**config.mk**
```make
export PLATFORM = sky130hd
export DESIGN_NAME = pnpa_qdiv
export DESIGN_NICKNAME = d
export VERILOG_FILES = /design/src/sv/assert_macros.svh /design/src/sv/pnpa_pkg.sv /design/src/sv/pnpa_qdiv.sv
export SDC_FILE = /design/constraint.sdc
export NUM_CORES = 2
export LEC_CHECK = 0
export BUFFER_PORTS_ARGS = -buffer_cell sky130_fd_sc_hd__clkbuf_2
export CAP_MARGIN = 20
export CORE_MARGIN = 4
export CORE_UTILIZATION = 55
export CTS_BUF_LIST = sky130_fd_sc_hd__clkbuf_8
export CTS_CLUSTER_SIZE = 12
export DETAILED_ROUTE_END_ITERATION = 10
export PLACE_DENSITY = 0.7
export SYNTH_ARGS = -nofsm -noshare
export SYNTH_HDL_FRONTEND = slang
export SYNTH_MEMORY_MAX_BITS = 65536
export SYNTH_SLANG_ARGS = --single-unit
```
**constraint.sdc**
```tcl
create_clock -name clk -period 3.7 [get_ports clk]
set_input_delay 0.37 -clock clk [delete_from_list [all_inputs] [get_ports clk]]
set_output_delay 0.37 -clock clk [all_outputs]
set_load 0.01 [all_outputs]
```
**src/sv/assert_macros.svh**
```systemverilog
// ---------------------------------------------------------------------------
// assert_macros.svh
// Clocked assertion helpers; clk and rst_n are taken from the using module.
// ---------------------------------------------------------------------------
`ifndef ASSERT_MACROS_SVH
`define ASSERT_MACROS_SVH

`ifndef SYNTH
`define PNPA_ASSERT(lbl, prop, msg) \
  lbl: assert property (@(posedge clk) disable iff (!rst_n) prop) else $error(msg);
`define PNPA_NEVER(lbl, cond, msg) \
  lbl: assert property (@(posedge clk) disable iff (!rst_n) !(cond)) else $error(msg);
`else
`define PNPA_ASSERT(lbl, prop, msg)
`define PNPA_NEVER(lbl, cond, msg)
`endif

`endif

```
**src/sv/pnpa_pkg.sv**
```systemverilog
// ---------------------------------------------------------------------------
// pnpa_pkg
// Types, constants and saturating Q arithmetic for the 1PN pair core.
// ---------------------------------------------------------------------------
`default_nettype none

package pnpa_pkg;

  localparam int FRAC_BITS = 16;
  localparam int QW        = 32;
  localparam int CFG_W     = 31;

  localparam int FRONT_LAT = 5;
  localparam int SQRT_LAT  = 32;
  localparam int MID_LAT   = 2;
  localparam int DIV_LAT   = 34;
  localparam int BACK_LAT  = 11;
  localparam int LATENCY   = FRONT_LAT + SQRT_LAT + MID_LAT + DIV_LAT + BACK_LAT;

  localparam logic [0:0] REG_GRAV   = 1'b0;
  localparam logic [0:0] REG_INV_C2 = 1'b1;

  localparam logic [1:0] AXIS_Y = 2'd2;

  localparam logic [CFG_W-1:0] CFG_ONE = CFG_W'(1 << FRAC_BITS);

  localparam logic signed [63:0] QMAX64 = 64'sd2147483647;
  localparam logic signed [63:0] QMIN64 = -64'sd2147483648;

  typedef logic signed [QW-1:0] q_t;

  localparam q_t Q_MAX          = 32'sh7fffffff;
  localparam q_t Q_MIN          = 32'sh80000000;
  localparam q_t C_THREE_HALVES = QW'(3 << (FRAC_BITS - 1));

  typedef struct packed {
    q_t          pos1_x;
    q_t          pos1_y;
    q_t          pos2_x;
    q_t          pos2_y;
    q_t          vel1_x;
    q_t          vel1_y;
    q_t          vel2_x;
    q_t          vel2_y;
    logic [30:0] mass1;
    logic [30:0] mass2;
    logic [1:0]  axis;
  } pnpa_in_t;

  typedef struct packed {
    q_t   accel;
    logic zero_separation;
  } pnpa_out_t;

  typedef struct packed {
    logic zero;
    logic use_y;
    q_t   dx;
    q_t   dy;
    q_t   v1x;
    q_t   v1y;
    q_t   v2x;
    q_t   v2y;
    q_t   v_c;
    q_t   v1s;
    q_t   v2s;
    q_t   cv;
    q_t   grav;
    q_t   gm2;
    q_t   a1n;
    q_t   a2n;
    q_t   m1;
    q_t   m2;
    q_t   icc;
  } side_t;

  function automatic q_t sat64(input logic signed [63:0] v);
    q_t r;
    if (v > QMAX64) begin
      r = Q_MAX;
    end else if (v < QMIN64) begin
      r = Q_MIN;
    end else begin
      r = v[31:0];
    end
    return r;
  endfunction

  function automatic q_t qmul(input q_t a, input q_t b);
    logic signed [63:0] p;
    p = 64'(a) * 64'(b);
    return sat64(p >>> FRAC_BITS);
  endfunction

  function automatic q_t qadd(input q_t a, input q_t b);
    return sat64(64'(a) + 64'(b));
  endfunction

  function automatic q_t qsub(input q_t a, input q_t b);
    return sat64(64'(a) - 64'(b));
  endfunction

  function automatic q_t qneg(input q_t a);
    return sat64(-64'(a));
  endfunction

  function automatic q_t qscale(input q_t a, input logic signed [3:0] k);
    return sat64(64'(a) * 64'(k));
  endfunction

  function automatic q_t ext_u(input logic [30:0] x);
    return q_t'({1'b0, x});
  endfunction

endpackage

`default_nettype wire

```
**src/sv/pnpa_qdiv.sv**
```systemverilog
// ---------------------------------------------------------------------------
// pnpa_qdiv
// Pipelined saturating Q divide: (num << FRAC_BITS) / den, toward zero.
// ---------------------------------------------------------------------------
`default_nettype none

module pnpa_qdiv (
  input  logic           clk,
  input  pnpa_pkg::q_t   num,
  input  pnpa_pkg::q_t   den,
  output pnpa_pkg::q_t   quo
);
  import pnpa_pkg::*;

  localparam int NB = QW;

  typedef struct packed {
    logic [NB-1:0] rem;
    logic [NB-1:0] q;
    logic [NB-1:0] ua;
    logic [NB-1:0] ub;
    logic          neg;
    logic          az;
    logic          bz;
    logic          an;
    logic          ovf;
  } dst_t;

  dst_t st_r [NB+1];
  dst_t prep_nxt;
  q_t   quo_nxt;
  q_t   quo_r;

  always_comb begin
    prep_nxt     = '0;
    prep_nxt.ua  = num[NB-1] ? unsigned'(-num) : unsigned'(num);
    prep_nxt.ub  = den[NB-1] ? unsigned'(-den) : unsigned'(den);
    prep_nxt.neg = num[NB-1] ^ den[NB-1];
    prep_nxt.an  = num[NB-1];
    prep_nxt.az  = (num == '0);
    prep_nxt.bz  = (den == '0);
    prep_nxt.rem = prep_nxt.ua >> (NB - FRAC_BITS);
    prep_nxt.ovf = (prep_nxt.ua >> (NB - FRAC_BITS)) >= prep_nxt.ub;
  end

  always_ff @(posedge clk) begin
    st_r[0] <= prep_nxt;
  end

  for (genvar j = 0; j < NB; j++) begin : g_bit
    logic        nbit;
    logic [NB:0] sh;
    logic        ge;
    dst_t        nxt;

    if ((NB - 1 - j) >= FRAC_BITS) begin : g_num
      assign nbit = st_r[j].ua[NB-1-j-FRAC_BITS];
    end else begin : g_pad
      assign nbit = 1'b0;
    end

    always_comb begin
      sh      = {st_r[j].rem, nbit};
      ge      = sh >= {1'b0, st_r[j].ub};
      nxt     = st_r[j];
      nxt.rem = ge ? NB'(sh - {1'b0, st_r[j].ub}) : sh[NB-1:0];
      nxt.q   = {st_r[j].q[NB-2:0], ge};
    end

    always_ff @(posedge clk) begin
      st_r[j+1] <= nxt;
    end
  end

  always_comb begin
    if (st_r[NB].az) begin
      quo_nxt = '0;
    end else if (st_r[NB].bz) begin
      quo_nxt = st_r[NB].an ? Q_MIN : Q_MAX;
    end else if (st_r[NB].ovf || st_r[NB].q[NB-1]) begin
      quo_nxt = st_r[NB].neg ? Q_MIN : Q_MAX;
    end else if (st_r[NB].neg) begin
      quo_nxt = -signed'(st_r[NB].q);
    end else begin
      quo_nxt = signed'(st_r[NB].q);
    end
  end

  always_ff @(posedge clk) begin
    quo_r <= quo_nxt;
  end

  assign quo = quo_r;

endmodule

`default_nettype wire

```
==> run_results.csv <==
group,metric,value,unit
logic_synthesis,synth_compound_area_frac,0.1758,
clocking,cts_buffers,458,
pwr,power_frac_seq,0.326,
critical_path,r2r_start,"st_r[0][3338]$_DFF_P_",
clocking,cts_tree,"built",
sta,fmax,0.2648,GHz
global_route,grt_antenna_before_repair,20,
logic_synthesis,synth_cells,13130,
detailed_routing,drtIter0Drc,7143,
critical_path,setup.worst_path.start,"den[8]",
logic_synthesis,avgSynthCellArea,9.468,sq um
logic_synthesis,synth_flop_cell,"dfxtp_1",
clocking,clk_latency,1090,ps
die,design.die.area,233700,sq um
pwr,switching_share,0.3959,
die,start_util,0.5528,
pwr,p_int,86700,uW
global_route,grt_max_degree,56,
pwr,leakage,0.06628,uW
outcome,violations,"negative setup slack",
detailed_routing,ant_nets,0,
detailed_routing,via_per_inst,5.496,
sta,finalSetupViolCount,1,
sta,report.final.hold_viol_count,0,
die,die_w,483.4,um
logic_synthesis,synth_seq_cells,2893,
cells_and_area,fin_util,0.6336,
die,row_count,174,
pwr,p_sw,56820,uW
pwr,power_density,1007,nW/um^2
sta,slew_violations,0,
clocking,cts_root_buffer,"clkbuf_8",
critical_path,cp_data_required_time,4660,ps
detailed_routing,first_pass_iters,9,
clocking,cts.path.max_buffers,4,
sta,rsz0062_at_grt,"true",
sta,finalCriticalPeriod,3777,ps
logic_synthesis,synth_edf_count,0,
cells_and_area,finalNetCount,15010,
outcome,status,"complete, but fails checks",
global_route,grtUsageMet2,0.4528,
min_path,hold_path_class,"in -> reg",
detailed_routing,routed_wl,336100,um
die,fp.dieH,483.4,um
logic_synthesis,syn-num-nets,14250,
pwr,power_frac_clock,0.201,
critical_path,path_class,"in -> reg",
flow_run,max-cap-violations,0,
global_route,top_usage_layer,"met2",
cells_and_area,finalInstanceArea,142500,sq um
global_route,grtUsageMet1,0.3656,
clocking,clock-sinks,2893,
cells_and_area,area_growth,14.62,%
sta,tightest_slew,983.6,ps
sta,worst_hold_slack,137.4,ps
cells_and_area,layout_commonest_cell,"dfxtp_1",
logic_synthesis,synthArstFlopShare,0,
detailed_routing,remaining_drc_errors,0,
die,core,224900,sq um
pwr,ir_drop,0.5361,mV
detailed_routing,wire_per_inst,19.45,um
placement,place_area,130800,sq um
placement,dp_hpwl,260500,um
cells_and_area,final_cell_mix,"dfxtp_1 (2890), inv_1 (1418), ha_1 (1027)",
logic_synthesis,muxShareOfSynthArea,0.02985,
global_route,grt_use_total,0.2784,
placement,gp_congestion,1.003,
logic_synthesis,synth_area,124300,sq um
cells_and_area,layout-drive-gt1-share,0.1152,
detailed_routing,num_vias,94980,
sta,max_slew_margin,0.3374,
global_route,grt_pass1_wl,521800,um
global_route,overflow,0,
sta,setup_slack,-77.06,ps
critical_path,cp-end-kind,"flip-flop",
critical_path,cp.arrival,4740,ps
placement,portBuffers,96,
sta,skew,95.73,ps
logic_synthesis,synthAdderAreaFrac,0.1084,
logic_synthesis,synth_cell_types,90,
pwr,p_comb_frac,0.473,
global_route,grt_pass1_vias,94190,
logic_synthesis,synth_top_family_by_area,"compound AO/OA/AOI/OAI gates",
placement,dp_worst_setup_slack,-699.0,ps
die,io_pins,97,
logic_synthesis,synth-xor-area-share,0.06087,
clocking,clk_pin_slew,60,ps
logic_synthesis,ys_seq_area_frac,0.4659,
critical_path,start_kind,"primary input",
global_route,use_met3,0.04254,
logic_synthesis,yosys_warnings,0,
sta,finalCritPeriodShare,1.021,
logic_synthesis,yosys.area_share.simple,0.1095,
clocking,htreeDepth,5,
critical_path,crit_fanout,4,
min_path,min_from,"num[9]",
[critical path: stages]
cell and delay, ps:
dlygate4sd3_1 540, clkbuf_2 130, nor4_1 410, nand4b_1 300
or3_4 440, or4_4 440, dlygate4sd3_1 640, o41ai_4 200
dlygate4sd3_1 600, xnor2_1 120, nor4b_2 330, o2111a_1 220
[per-layer routing]
metal	vias to the layer above	wire (um)
met5	-	237
met4	2	15710
met3	706	18130
met2	2779	152300
met1	44390	149700
li1	47110	-
[worst paths after layout]
check / end / depth (start not counted) / slack [ps]
setup / recovery: st_r[0][0]$_DFF_P_ / 12 / -80
setup reg to reg: st_r[0][3587]$_DFF_P_ / 10 / 90
hold / removal: st_r[0][46]$_DFF_P_ / 3 / 140
hold reg to reg: st_r[0][3674]$_DFF_P_ / 0 / 260
[flip-flops by register name (all words and copies together), names as in the netlist]
name / flops
quo: 32
st_r: 2861
[cell families (layout without fill, tap and decap cells)]
family                     count (synthesis)  count (layout)
AOI/OAI and AO/OA                       3474            3476
DFF                                     2893            2893
and+or+nand+nor                         2871            2871
buffers and inverters                   1638            2748
adders and majority gates               1058            1058
xor gates and xnor gates                 864             864
muxes                                    333             333
other                                      0              46
[synth_stat cells, drive strengths merged, types with 30 or more instances]
| cell | instances | share of area |
|---|---|---|
| dfxtp | 2893 | 0.47 |
| or2 | 33 | 0.0017 |
| nor2b | 144 | 0.0072 |
| a211o | 30 | 0.0021 |
| o211ai | 55 | 0.0033 |
| nand2b | 133 | 0.0067 |
| o21a | 183 | 0.011 |
| o31ai | 103 | 0.0063 |
| a21o | 491 | 0.030 |
| o21bai | 117 | 0.0071 |
| a2111oi | 32 | 0.0023 |
| and3 | 78 | 0.0039 |
| buf | 45 | 0.0017 |
| a211oi | 86 | 0.0052 |
| nand4 | 158 | 0.0080 |
| ha | 1027 | 0.10 |
| clkbuf | 266 | 0.0080 |
| and2 | 55 | 0.0028 |
| a21oi | 1004 | 0.040 |
| fa | 31 | 0.0050 |
| nor2 | 763 | 0.023 |
| xnor2 | 486 | 0.034 |
| or3 | 56 | 0.0029 |
| mux2i | 31 | 0.0025 |
| a21boi | 75 | 0.0045 |
| nor3 | 153 | 0.0062 |
| o41ai | 32 | 0.0026 |
| o21ai | 865 | 0.035 |
| o31a | 35 | 0.0025 |
| a31oi | 105 | 0.0053 |
| inv | 1325 | 0.040 |
| xor2 | 378 | 0.027 |
| nand3 | 211 | 0.0085 |
| nor4 | 57 | 0.0029 |
| mux2 | 302 | 0.027 |
| nand2 | 906 | 0.027 |
[power by group through the flow]
stage                     Sequential, uW  Combinational, uW  Clock, uW
after global placement             47300              65000          0
after CTS                          46800              66700      29600
after detailed placement           47300              65900          0
after floorplan                    43800              48200          0
final                              46800              67800      28900
after global routing               47500              74900      31100
[repair_timing]
| action | CTS | global route |
|---|---|---|
| gates resized for setup | 3 | 78 |
| pin swaps | 0 | 9 |
| gates cloned | 0 | 2 |
| buffers inserted | 0 | 7 |
| endpoints found under the hold margin | 69 | 0 |
| hold buffers | 125 | 0 |
| endpoints found under the setup margin | 19 | 400 |
[metrics by stage]
step	setup TNS [ps]	std cells	total power, uW
after floorplan	0	13130	91930
after global placement	-850.8	16290	112300
after detailed placement	-723.0	16290	113100
after CTS	0	17230	143100
after global routing	-734.6	17280	153500
final	-77.06	17280	143500
[cell type report]
type / count / area (sq um)
Fill cell: 18480 / 82400
Clock inverter: 237 / 2069
Timing Repair Buffer: 607 / 5004
Sequential cell: 2893 / 57920
Inverter: 1327 / 4981
Clock buffer: 577 / 7941
Antenna cell: 46 / 115.1
Tap cell: 2992 / 3744
Multi-Input combinational cell: 8602 / 60720
No activity file was read; power rests on OpenSTA's default activity.
